--- src/rtl/rcpd_pkg.sv ---
// Shared types and constants for the RC PWM command decoder.
`default_nettype none

package rcpd_pkg;

  localparam int unsigned TIME_W    = 32;
  localparam int unsigned US_W      = 16;
  localparam int unsigned TO_W      = 16;
  localparam int unsigned MUL_W     = 20;
  localparam int unsigned PROD_W    = TIME_W + MUL_W;
  localparam int unsigned DIV_CNT_W = $clog2(PROD_W);
  localparam int unsigned CFG_IDX_W = 3;
  localparam int unsigned CFG_DAT_W = 32;

  localparam logic [MUL_W-1:0] US_PER_S = MUL_W'(1000000);

  localparam int unsigned QUEUE_DEPTH_DEF = 4;

  // reset values of the configuration registers
  localparam logic [TIME_W-1:0] RES_HZ_RST       = '0;
  localparam logic [US_W-1:0]   LOW_MAX_RST      = US_W'(1200);
  localparam logic [US_W-1:0]   HIGH_MIN_RST     = US_W'(1500);
  localparam logic [US_W-1:0]   VALID_MIN_RST    = US_W'(800);
  localparam logic [US_W-1:0]   VALID_MAX_RST    = US_W'(2200);
  localparam logic [TO_W-1:0]   LOSS_TIMEOUT_RST = TO_W'(500);

  typedef enum logic [CFG_IDX_W-1:0] {
    REG_RES_HZ       = 3'd0,
    REG_LOW_MAX      = 3'd1,
    REG_HIGH_MIN     = 3'd2,
    REG_VALID_MIN    = 3'd3,
    REG_VALID_MAX    = 3'd4,
    REG_LOSS_TIMEOUT = 3'd5
  } reg_index_t;

  typedef enum logic [2:0] {
    EV_PUMP_ON        = 3'd0,
    EV_PUMP_OFF       = 3'd1,
    EV_NOZZLE_RETRACT = 3'd2,
    EV_NOZZLE_EXTEND  = 3'd3,
    EV_SIGNAL_LOST    = 3'd4
  } event_code_t;

  typedef enum logic [1:0] {
    LVL_UNKNOWN = 2'd0,
    LVL_LOW     = 2'd1,
    LVL_HIGH    = 2'd2
  } level_t;

  typedef enum logic [1:0] {
    KIND_TICK = 2'd0,
    KIND_RISE = 2'd1,
    KIND_FALL = 2'd2
  } kind_t;

  typedef enum logic [2:0] {
    ST_IDLE,
    ST_MUL,
    ST_START,
    ST_DIV
  } back_state_t;

  // one classified word in the queue
  typedef struct packed {
    kind_t             kind;
    logic              ch;
    logic [TIME_W-1:0] value;
  } edge_item_t;

  typedef struct packed {
    logic [TIME_W-1:0] res_hz;
    logic [US_W-1:0]   low_max;
    logic [US_W-1:0]   high_min;
    logic [US_W-1:0]   valid_min;
    logic [US_W-1:0]   valid_max;
    logic [TO_W-1:0]   loss_timeout;
  } cfg_t;

  // queue status seen by the front and back
  typedef struct packed {
    logic empty;
    logic full;
  } queue_status_t;

endpackage

`default_nettype wire

--- src/rtl/rcpd_front.sv ---
// Front end: takes input words, classifies them and drops ignored captures.
`default_nettype none

module rcpd_front import rcpd_pkg::*; (
  input  wire logic              action,
  input  wire logic              channel,
  input  wire logic              edge_falling,
  input  wire logic [TIME_W-1:0] capture_value,
  input  wire logic              item_valid,
  output logic                   item_stall,
  input  wire logic [TIME_W-1:0] res_hz,
  input  wire queue_status_t     q_status,
  output logic                   push,
  output edge_item_t             push_item
);

  logic keep;

  // captures mean nothing while the tick rate is unset
  assign keep       = action || (res_hz != '0);
  assign item_stall = q_status.full;
  assign push       = item_valid && !q_status.full && keep;

  always_comb begin
    push_item.ch    = channel;
    push_item.value = capture_value;
    unique case ({action, edge_falling})
      2'b00:          push_item.kind = KIND_RISE;
      2'b01:          push_item.kind = KIND_FALL;
      default:        push_item.kind = KIND_TICK;
    endcase
  end

endmodule

`default_nettype wire

--- src/rtl/rcpd_fifo.sv ---
// Short word queue between the front and back ends.
`default_nettype none

module rcpd_fifo import rcpd_pkg::*; #(
  parameter int unsigned DEPTH = QUEUE_DEPTH_DEF
) (
  input  wire logic       clk,
  input  wire logic       rst,
  input  wire logic       push,
  input  wire edge_item_t push_item,
  input  wire logic       pop,
  output edge_item_t      head,
  output queue_status_t   status
);

  localparam int unsigned PTR_W = (DEPTH > 1) ? $clog2(DEPTH) : 1;
  localparam int unsigned CNT_W = $clog2(DEPTH + 1);

  edge_item_t       mem [DEPTH];
  logic [PTR_W-1:0] wr_ptr, rd_ptr;
  logic [CNT_W-1:0] count;

  function automatic logic [PTR_W-1:0] ptr_inc(input logic [PTR_W-1:0] p);
    ptr_inc = (p == PTR_W'(DEPTH - 1)) ? '0 : p + PTR_W'(1);
  endfunction

  assign status.empty = (count == '0);
  assign status.full  = (count == CNT_W'(DEPTH));
  assign head         = mem[rd_ptr];

  always_ff @(posedge clk) begin
    if (push) begin
      mem[wr_ptr] <= push_item;
    end
  end

  always_ff @(posedge clk) begin
    if (rst) begin
      wr_ptr <= '0;
      rd_ptr <= '0;
      count  <= '0;
    end else begin
      if (push) wr_ptr <= ptr_inc(wr_ptr);
      if (pop)  rd_ptr <= ptr_inc(rd_ptr);
      if (push && !pop)      count <= count + CNT_W'(1);
      else if (pop && !push) count <= count - CNT_W'(1);
    end
  end

  a_no_overflow: assert property (@(posedge clk) disable iff (rst)
    push |-> !status.full || pop)
    else $error("queue push while full");

  a_no_underflow: assert property (@(posedge clk) disable iff (rst)
    pop |-> !status.empty)
    else $error("queue pop while empty");

  a_ptr_match: assert property (@(posedge clk) disable iff (rst)
    (status.empty || status.full) |-> (wr_ptr == rd_ptr))
    else $error("queue pointers disagree with fill count");

endmodule

`default_nettype wire

--- src/rtl/rcpd_div.sv ---
// Restoring divider, one quotient bit per cycle.
`default_nettype none

module rcpd_div import rcpd_pkg::*; (
  input  wire logic              clk,
  input  wire logic              rst,
  input  wire logic              start,
  input  wire logic [PROD_W-1:0] dividend,
  input  wire logic [TIME_W-1:0] divisor,
  output logic                   done,
  output logic [PROD_W-1:0]      quotient
);

  logic [TIME_W-1:0]    rem;
  logic [PROD_W-1:0]    dq;
  logic [DIV_CNT_W-1:0] cnt;
  logic                 running;
  logic [TIME_W:0]      rem_sh, diff;
  logic                 ge;

  assign rem_sh   = {rem, dq[PROD_W-1]};
  assign ge       = rem_sh >= {1'b0, divisor};
  assign diff     = rem_sh - {1'b0, divisor};
  assign quotient = dq;

  always_ff @(posedge clk) begin
    if (start) begin
      rem <= '0;
      dq  <= dividend;
      cnt <= '0;
    end else if (running) begin
      rem <= ge ? diff[TIME_W-1:0] : rem_sh[TIME_W-1:0];
      dq  <= {dq[PROD_W-2:0], ge};
      cnt <= cnt + DIV_CNT_W'(1);
    end
  end

  always_ff @(posedge clk) begin
    if (rst) begin
      running <= 1'b0;
      done    <= 1'b0;
    end else begin
      done <= 1'b0;
      if (start) begin
        running <= 1'b1;
      end else if (running && cnt == DIV_CNT_W'(PROD_W - 1)) begin
        running <= 1'b0;
        done    <= 1'b1;
      end
    end
  end

endmodule

`default_nettype wire

--- src/rtl/rcpd_back.sv ---
// Back end: edge timing, width conversion, classification and loss timeout.
`default_nettype none

module rcpd_back import rcpd_pkg::*; (
  input  wire logic          clk,
  input  wire logic          rst,
  input  wire cfg_t          cfg,
  input  wire edge_item_t    head,
  input  wire queue_status_t q_status,
  output logic               pop,
  output logic               result_valid,
  input  wire logic          result_stall,
  output logic [2:0]         event_code,
  output logic [US_W-1:0]    pulse_width_us
);

  back_state_t          state, state_next;
  logic [TIME_W-1:0]    rise_time [2];
  logic [TIME_W-1:0]    rise_time_next [2];
  logic [1:0]           rise_seen, rise_seen_next;
  level_t               level [2];
  level_t               level_next [2];
  logic [TO_W-1:0]      tcount, tcount_next;
  logic                 armed, armed_next;
  logic                 lost, lost_next;
  logic                 cur_ch, cur_ch_next;
  logic [TIME_W-1:0]    ticks, ticks_next;
  logic [PROD_W-1:0]    prod, prod_next;
  logic                 res_valid, res_valid_next;
  event_code_t          res_code, res_code_next;
  logic [US_W-1:0]      res_width, res_width_next;

  logic                 div_start, div_done;
  logic [PROD_W-1:0]    quot;
  logic                 out_free, lost_load;
  logic [TO_W-1:0]      tcount_inc;
  logic                 us_over, us_valid;
  logic [US_W-1:0]      us;
  level_t               new_level;

  rcpd_div u_div (
    .clk      (clk),
    .rst      (rst),
    .start    (div_start),
    .dividend (prod),
    .divisor  (cfg.res_hz),
    .done     (div_done),
    .quotient (quot)
  );

  assign out_free   = !res_valid || !result_stall;
  assign tcount_inc = tcount + TO_W'(1);
  assign us_over    = |quot[PROD_W-1:US_W];
  assign us         = quot[US_W-1:0];
  assign us_valid   = !us_over && (us >= cfg.valid_min) && (us <= cfg.valid_max);

  always_comb begin
    if (us <= cfg.low_max)       new_level = LVL_LOW;
    else if (us >= cfg.high_min) new_level = LVL_HIGH;
    else                         new_level = LVL_UNKNOWN;
  end

  always_comb begin
    state_next     = state;
    rise_time_next = rise_time;
    rise_seen_next = rise_seen;
    level_next     = level;
    tcount_next    = tcount;
    armed_next     = armed;
    lost_next      = lost;
    cur_ch_next    = cur_ch;
    ticks_next     = ticks;
    prod_next      = prod;
    res_valid_next = res_valid && result_stall;
    res_code_next  = res_code;
    res_width_next = res_width;
    pop            = 1'b0;
    div_start      = 1'b0;
    lost_load      = 1'b0;

    unique case (state)
      ST_IDLE: begin
        if (!q_status.empty && out_free) begin
          pop = 1'b1;
          unique case (head.kind)
            KIND_TICK: begin
              if (armed) begin
                if (tcount_inc < cfg.loss_timeout) begin
                  tcount_next = tcount_inc;
                end else begin
                  armed_next  = 1'b0;
                  tcount_next = '0;
                  if (!lost) begin
                    lost_next      = 1'b1;
                    level_next[0]  = LVL_UNKNOWN;
                    level_next[1]  = LVL_UNKNOWN;
                    rise_seen_next = '0;
                    res_valid_next = 1'b1;
                    res_code_next  = EV_SIGNAL_LOST;
                    res_width_next = '0;
                    lost_load      = 1'b1;
                  end
                end
              end
            end
            KIND_RISE: begin
              rise_time_next[head.ch] = head.value;
              rise_seen_next[head.ch] = 1'b1;
            end
            KIND_FALL: begin
              if (rise_seen[head.ch]) begin
                rise_seen_next[head.ch] = 1'b0;
                ticks_next  = head.value - rise_time[head.ch];
                cur_ch_next = head.ch;
                state_next  = ST_MUL;
              end
            end
            default: ;
          endcase
        end
      end
      ST_MUL: begin
        prod_next  = PROD_W'(ticks) * PROD_W'(US_PER_S);
        state_next = ST_START;
      end
      ST_START: begin
        div_start  = 1'b1;
        state_next = ST_DIV;
      end
      ST_DIV: begin
        if (div_done) begin
          state_next = ST_IDLE;
          if (us_valid) begin
            tcount_next = '0;
            armed_next  = 1'b1;
            lost_next   = 1'b0;
            if (new_level != LVL_UNKNOWN && new_level != level[cur_ch]) begin
              level_next[cur_ch] = new_level;
              res_valid_next     = 1'b1;
              res_width_next     = us;
              if (!cur_ch) begin
                res_code_next = (new_level == LVL_LOW) ? EV_PUMP_ON : EV_PUMP_OFF;
              end else begin
                res_code_next = (new_level == LVL_LOW) ? EV_NOZZLE_RETRACT
                                                       : EV_NOZZLE_EXTEND;
              end
            end
          end
        end
      end
      default: state_next = ST_IDLE;
    endcase
  end

  always_ff @(posedge clk) begin
    if (rst) begin
      state        <= ST_IDLE;
      rise_time[0] <= '0;
      rise_time[1] <= '0;
      rise_seen    <= '0;
      level[0]     <= LVL_UNKNOWN;
      level[1]     <= LVL_UNKNOWN;
      tcount       <= '0;
      armed        <= 1'b1;
      lost         <= 1'b0;
      res_valid    <= 1'b0;
    end else begin
      state     <= state_next;
      rise_time <= rise_time_next;
      rise_seen <= rise_seen_next;
      level     <= level_next;
      tcount    <= tcount_next;
      armed     <= armed_next;
      lost      <= lost_next;
      res_valid <= res_valid_next;
    end
  end

  always_ff @(posedge clk) begin
    cur_ch    <= cur_ch_next;
    ticks     <= ticks_next;
    prod      <= prod_next;
    res_code  <= res_code_next;
    res_width <= res_width_next;
  end

  assign result_valid   = res_valid;
  assign event_code     = res_code;
  assign pulse_width_us = res_width;

  a_pop_idle_only: assert property (@(posedge clk) disable iff (rst)
    pop |-> (state == ST_IDLE) && out_free)
    else $error("queue popped while a capture is in flight");

  a_lost_sets_flag: assert property (@(posedge clk) disable iff (rst)
    lost_load |=> lost && !armed && (level[0] == LVL_UNKNOWN) && (rise_seen == 2'b00))
    else $error("signal-lost word without loss state");

  a_div_done_in_wait: assert property (@(posedge clk) disable iff (rst)
    div_done |-> (state == ST_DIV))
    else $error("divider finished outside the wait state");

  a_lost_zero_width: assert property (@(posedge clk) disable iff (rst)
    (result_valid && res_code == EV_SIGNAL_LOST) |-> (res_width == '0))
    else $error("signal-lost word carries a width");

endmodule

`default_nettype wire

--- src/rtl/rc_pwm_command_decoder.sv ---
// Top level: two-channel RC PWM pulse decoder with config registers.
// The back end pops a word once it heads the queue and the output is free; a tick
//   that declares loss loads its result word on the same edge as its pop.
// A falling edge gives its command word after pop, multiply, divider start, a
//   bit-serial divide by the capture resolution (shared divider), result load.
// Ticks and rising edges go one per cycle while the back end is idle and the output
//   free; a falling edge holds later ones until done. A 4-word queue absorbs bursts.
// Reset (synchronous, rst high): registers to defaults, queue empty, timer armed.
`default_nettype none

module rc_pwm_command_decoder import rcpd_pkg::*; #(
  parameter int unsigned QUEUE_DEPTH = QUEUE_DEPTH_DEF
) (
  input  wire logic                 clk,
  input  wire logic                 rst,
  // capture / tick words
  input  wire logic                 item_valid,
  output logic                      item_stall,
  input  wire logic                 action,
  input  wire logic                 channel,
  input  wire logic                 edge_falling,
  input  wire logic [TIME_W-1:0]    capture_value,
  // command words
  output logic                      result_valid,
  input  wire logic                 result_stall,
  output logic [2:0]                event_code,
  output logic [US_W-1:0]           pulse_width_us,
  // register writes
  input  wire logic                 wr_en,
  input  wire logic [CFG_IDX_W-1:0] wr_index,
  input  wire logic [CFG_DAT_W-1:0] wr_data
);

  cfg_t          cfg;
  logic          push, pop;
  edge_item_t    push_item, head;
  queue_status_t q_status;

  // Config registers; writes beyond the list are dropped.
  always_ff @(posedge clk) begin
    if (rst) begin
      cfg.res_hz       <= RES_HZ_RST;
      cfg.low_max      <= LOW_MAX_RST;
      cfg.high_min     <= HIGH_MIN_RST;
      cfg.valid_min    <= VALID_MIN_RST;
      cfg.valid_max    <= VALID_MAX_RST;
      cfg.loss_timeout <= LOSS_TIMEOUT_RST;
    end else if (wr_en) begin
      unique case (reg_index_t'(wr_index))
        REG_RES_HZ:       cfg.res_hz       <= wr_data[TIME_W-1:0];
        REG_LOW_MAX:      cfg.low_max      <= wr_data[US_W-1:0];
        REG_HIGH_MIN:     cfg.high_min     <= wr_data[US_W-1:0];
        REG_VALID_MIN:    cfg.valid_min    <= wr_data[US_W-1:0];
        REG_VALID_MAX:    cfg.valid_max    <= wr_data[US_W-1:0];
        REG_LOSS_TIMEOUT: cfg.loss_timeout <= wr_data[TO_W-1:0];
        default: ;
      endcase
    end
  end

  // Front: classify the word, drop captures while the resolution is zero.
  rcpd_front u_front (
    .action        (action),
    .channel       (channel),
    .edge_falling  (edge_falling),
    .capture_value (capture_value),
    .item_valid    (item_valid),
    .item_stall    (item_stall),
    .res_hz        (cfg.res_hz),
    .q_status      (q_status),
    .push          (push),
    .push_item     (push_item)
  );

  // Decoupling queue; back end drains it in order.
  rcpd_fifo #(
    .DEPTH (QUEUE_DEPTH)
  ) u_fifo (
    .clk       (clk),
    .rst       (rst),
    .push      (push),
    .push_item (push_item),
    .pop       (pop),
    .head      (head),
    .status    (q_status)
  );

  // Back: width measurement, us conversion, level tracking, loss timeout.
  rcpd_back u_back (
    .clk            (clk),
    .rst            (rst),
    .cfg            (cfg),
    .head           (head),
    .q_status       (q_status),
    .pop            (pop),
    .result_valid   (result_valid),
    .result_stall   (result_stall),
    .event_code     (event_code),
    .pulse_width_us (pulse_width_us)
  );

endmodule

`default_nettype wire

--- config.mk ---
export PLATFORM = sky130hd
export DESIGN_NAME = rc_pwm_command_decoder
export DESIGN_NICKNAME = d
export VERILOG_FILES = /design/src/rtl/rcpd_pkg.sv /design/src/rtl/rcpd_front.sv /design/src/rtl/rcpd_fifo.sv /design/src/rtl/rcpd_div.sv /design/src/rtl/rcpd_back.sv /design/src/rtl/rc_pwm_command_decoder.sv
export SDC_FILE = /design/constraint.sdc
export NUM_CORES = 2
export LEC_CHECK = 0
export BUFFER_PORTS_ARGS = -buffer_cell sky130_fd_sc_hd__buf_2
export CAP_MARGIN = 20
export CORE_ASPECT_RATIO = 0.75
export CORE_MARGIN = 8
export CORE_UTILIZATION = 50
export CTS_CLUSTER_SIZE = 10
export DETAILED_ROUTE_END_ITERATION = 16
export PLACE_DENSITY = 0.74
export SYNTH_ARGS = -nofsm -noshare
export SYNTH_HDL_FRONTEND = slang
export SYNTH_SLANG_ARGS = --single-unit
--- constraint.sdc ---
create_clock -name clk -period 7.05 [get_ports clk]
set_input_delay 0.3525 -clock clk [delete_from_list [all_inputs] [get_ports clk]]
set_output_delay 0.3525 -clock clk [all_outputs]
set_load 0.03 [all_outputs]
# Yosys cells after proc, flatten, opt, wreduce, memory -nomap -nowiden
# Memory sizes are Yosys's and may differ from the RTL's. A register that Yosys moved wholly into a read port is not among the register bits.
# Cells that the tools add are included.
[op_classes]
n_reduce_logical = 50
eq_ne = 31
muxes = 106
n_mul = 1
order_cmp = 12
n_addsub = 8
n_bitwise = 5
[ops]
columns = ["op", "n"]
rows = [
  ["$mux W16", 14],
  ["$mux W32", 5],
  ["$mux W52", 2],
  ["$bwmux W64", 1],
  ["$pmux W16 S2", 2],
  ["$sub A32 B32 Y32", 2],
  ["$mul A32 B14 Y46 const B", 1],
  ["$mux W3", 15],
  ["$reduce_or A36 Y1", 1],
  ["$ge A33 B32 Y1", 1],
  ["$mux W1", 33],
  ["$demux W32 S1", 1],
  ["$ge A16 B16 Y1", 2],
  ["$le A16 B16 Y1", 2],
  ["$mux W4", 8],
  ["$reduce_bool A32 Y1", 1],
  ["$mux W2", 14],
  ["$add A16 B1 Y16 const B", 1],
  ["$lt A16 B16 Y1", 1],
  ["$ne A2 B1 Y1 const B", 7],
  ["$ne A2 B2 Y1 const B", 7],
  ["$reduce_and A7 Y1", 2],
  ["$logic_and A1 B1 Y1", 13],
  ["$eq A3 B2 Y1 const B", 4],
  ["40 further kinds", 73],
]
[word_totals]
out_inout_bits = 21
memories = 1
regBits = 401
ram_bits = 140
input_bits = 75
wordCells = 244
[mem_list]
columns = ["memory", "words", "width", "read_ports", "rd_clocked_by_memory_dff", "wr", "line", "text"]
rows = [
  ["u_fifo.mem", 4, 35, 1, 1, 1, "rcpd_fifo.sv:19", "edge_item_t mem [DEPTH];"],
]

# Logic depth before layout (Yosys ltp)
[logic_depth]
word_depth = 10
ltp_mapped = 21
depth_no_buf = 20

# Modules after synthesis
# Synthesis repeated with hierarchy kept, for this count alone.
[unflattened]
hier_cells = 3153
area_unflattened_um2 = 34130.2
[by_module_without_submodules]
columns = ["mod", "seq_area_each_um2", "cells_each", "area_each_um2", "n_inst"]
rows = [
  ["rcpd_back", 4764.6, 1884, 18018.5, 1],
  ["rcpd_div", 2362.3, 579, 5721.7, 1],
  ["rcpd_fifo", 4384.2, 227, 5542.8, 1],
  ["rc_pwm_command_decoder", 2242.2, 414, 4499.3, 1],
  ["rcpd_front", 0.0, 49, 347.8, 1],
]

# Worst setup path before layout
# OpenSTA, ideal clock, no wires.
[synth_path]
path_kind = "reg-to-reg"
start = "register u_back.ticks[4]"
end = "register u_back.prod[48], data pin"
path_buffers = 0
arrival_ns = 5.635
period_less_slack_ns = 5.898
setup_ns = 0.262
t_required_ns = 6.788
path_stages_with_launch = 21
slack_ns = 1.152
cell_sequence = "edfxtp_1 -> inv_1 -> fa_1 -> inv_1 -> fa_1 -> fa_1 -> fa_1 -> ha_1 -> inv_1 -> fa_1 -> inv_1 -> ha_1 -> a21o_1 -> a21o_1 -> a21o_1 -> a311o_1 -> o2111ai_1 -> a21oi_1 -> o31ai_2 -> mux2i_1 -> nand3_1"
[synth_between]
elab_chain_cells = 1
[synth_lines]
columns = ["item", "line", "text"]
rows = [
  ["from (decl)", "rcpd_back.sv:27", "logic [TIME_W-1:0] ticks, ticks_next;"],
  ["from (signal assigned)", "rcpd_back.sv:181", "ticks <= ticks_next;"],
  ["$mul A32 B14 Y46", "rcpd_back.sv:123", "prod_next = PROD_W'(ticks) * PROD_W'(US_PER_S);"],
  ["to (signal assigned)", "rcpd_back.sv:182", "prod <= prod_next;"],
  ["to (decl)", "rcpd_back.sv:28", "logic [PROD_W-1:0] prod, prod_next;"],
]
# Every way passes these cells.
# A chain may end at the register's enable or synchronous reset.

# Final worst setup path
# Same ends and word-level chain as after synthesis.

==> impl_metrics.yaml <==
run_status:
  status: "complete, no violations"
grt:
  track_usage_pct: 19.6
  grt_start_max_net_pins: 137
  antenna_found_initial: 0
  first_global_vias: 22600
  grt_first_pass_wirelength_mm: 121
  grt_overflow: 0
timing:
  max-slew-margin-rel_pct: 31.0
  clock.fmax_mhz: 157
  final_max_slew_viol_count: 0
  fin_crit_sh_pct: 90.6
  setup_tns_ps: 0
  fin_crit_ps: 6380
  finalWorstSetupSlack_ps: 665
  setup_viol: 0
  finalHoldViolCount: 0
  rsz0062_at_grt: "no"
  finClkSkew_ps: 75.0
  worst_pin_slew_ps: 1030
synth:
  yosys_warnings: 0
  synthCells: 3200
  ys_seq_elements: 542
  synth_area_leader_cell: "edfxtp_1"
  synth.area.top_cells: "edfxtp_1 (26%), dfxtp_1 (15%), ha_1 (12%), fa_1 (8.4%), nand2_1 (5.0%)"
  ys_seq_area_share_pct: 41.7
  yosysTopAreaCellShare_pct: 26.4
  synthFlopType: "edfxtp_1"
  syn_area_mm2: 0.0330
  synth_edf_count: 290
  postSynth.asyncResetShare_pct: 0
  synth_cell_type_count: 77
  synth_area_per_cell_um2: 10.3
  synthesis.nets: 3724
die:
  ioPinCount: 96
  floorplan.die.width_um: 313
  die_area_mm2: 0.0746
  die_y_um: 239
  core_area_mm2: 0.0653
  num_rows: 81
  start_util_pct: 50.6
critical_path:
  crit_top_cell: "fa_1"
  crit_fanout: 6
  crit_type: "register to register"
  critical-path-max-stage-delay_ps: 580
  crit_chain: "inv_1 > fa_1 > inv_1 > fa_1 > fa_1 > fa_1 > ha_1 > inv_1 > fa_1 > inv_1 > ha_1 > a21o_1 > a21o_1 > a21o_1 > a311o_1 > o2111ai_1 > a21oi_1 > o31ai_2 > mux2i_1 > nand3_1"
  crit_path_top_delay_cell: "fa_1"
  critPathRequiredTime_ps: 7390
  crit_path_end_kind: "register"
  crit_path_start_kind: "register"
  cp.arrival_ps: 6720
drt:
  drc: 0
  vias: 23500
  viasPerCell: 5.54
  ant_nets: 0
  routedWlPerCell_um: 17.6
  drtIter0Drc: 1899
  finalWirelength_mm: 74.6
  dr.pass1.iters: 6
clock_network:
  post_cts_buffers: 0
  numCtsBuffers: 61
  clkTransAtPathRegs_ps: 60
  cts_num_sinks: 542
  cts_hold_buf: 49
  cts-htree-levels: 2
  cts_tree: "done"
  clk_latency_ps: 660
  cts_resized: 0
  clk_root_buffer_cell: "clkbuf_16"
  cts_max_path_buffers: 3
final_layout:
  drive_gt1_share_pct: 8.94
  synthToLayoutAreaGrowth_pct: 11.2
  num-fill-cells: 5512
  stdcell_count: 4238
  n_antenna_cell: 0
  final_util_pct: 56.2
  final_common_cell: "nand2_1"
  fin_nets: 3847
  final_cell_mix: "nand2_1 (442), inv_1 (344), ha_1 (309), edfxtp_1 (290), a21oi_1 (283)"
placed_design:
  io_buffers: 95
  dp_slack_ps: 730
  placed_cells: 4079
  dp_hpwl_mm: 53.5
  gp_congestion: 0.904
power:
  vdd_drop_max_mv: 0.438
  p_total_w: 0.0170
  powerDensity_mw_per_mm2: 463
  leakagePower_nw: 15.1
run:
  max-cap-violations: 0
hold_path:
  min_path_type: "input port to register"
==> registers in the layout, indices dropped and copies added (netlist names), 32 cells and up, named ones only <==
register,flops
cfg,112
u_back.ticks,32
u_back.u_div.quotient,52
u_back.prod,46
u_fifo.mem,140
u_back.rise_time,64
u_back.u_div.rem,32
==> cell type report <==
type / count / area (µm²) / area share [%]
multi-input cells: 2202 / 17600 / 47.8
flip-flops and latches: 542 / 13800 / 37.5
clock buffers: 103 / 1720 / 4.70
inverters: 345 / 1290 / 3.53
repair buffers: 171 / 1200 / 3.28
well taps: 871 / 1090 / 2.97
clock inverters: 4 / 87.6 / 0.239
==> critical path, delay by kind of cell (launching register included) <==
family / cells / cell delay (ps)
muxes: 1 / 230
DFF: 1 / 460
adders and majority gates: 7 / 3230
and+or+nand+nor: 1 / 80
buffers and inverters: 4 / 310
AOI/OAI and AO/OA: 7 / 1770
==> per-layer routing <==
layer / vias to the layer above / routed length, µm / GRT usage (%)
met1: 11200 / 37400 / 30.2
met2: 691 / 30900 / 28.7
met3: 88 / 5290 / 3.41
met4: 0 / 1090 / 3.82
met5: - / 0 / 0
li1: 11500 / - / -
==> cells by family after synthesis <==
kind of cell | after synthesis | synth area share [%]
and+or+nand+nor | 866 | 12.1
AOI/OAI and AO/OA | 647 | 12.5
DFF | 542 | 41.7
buffers and inverters | 456 | 5.21
adders and majority gates | 449 | 20.2
muxes | 135 | 5.60
xor gates and xnor gates | 105 | 2.79
==> Yosys cell counts (all sizes together) (45+ instances only) <==
cell type,n
nor2,117
xnor2,59
inv,345
a21oi,283
xor2,46
nand3,45
nand2,442
mux2,48
edfxtp,290
clkbuf,97
fa,138
o21ai,93
mux2i,52
ha,311
a21o,70
dfxtp,252
==> worst paths after layout <==
check	startpoint	endpoint	slack (ps)	depth (start not counted)
worst min register to register	u_back.rise_time[28]	u_back.rise_time[28]	450	2
worst min-delay path	wr_data[2]	cfg[66]	40	3
worst max register to register	u_back.ticks[4]	u_back.prod[48]	670	20
worst max-delay path	u_back.ticks[4]	u_back.prod[48]	670	20
==> power by group <==
group | leakage, nW | switching (W) | internal (W)
registers | 4.70 | 0.000255 | 0.00418
logic | 9.50 | 0.00559 | 0.00402
clock network | 0.858 | 0.00128 | 0.00165
==> metrics by stage <==
stage	hold slack, ps	cell area, µm²
after floorplan	433	33000
after global placement	441	34400
after detailed placement	446	34400
after CTS	1.65	36700
after global routing	26.6	36700
final	40.1	36700
Note: power is estimated with default switching activity, not from simulation.
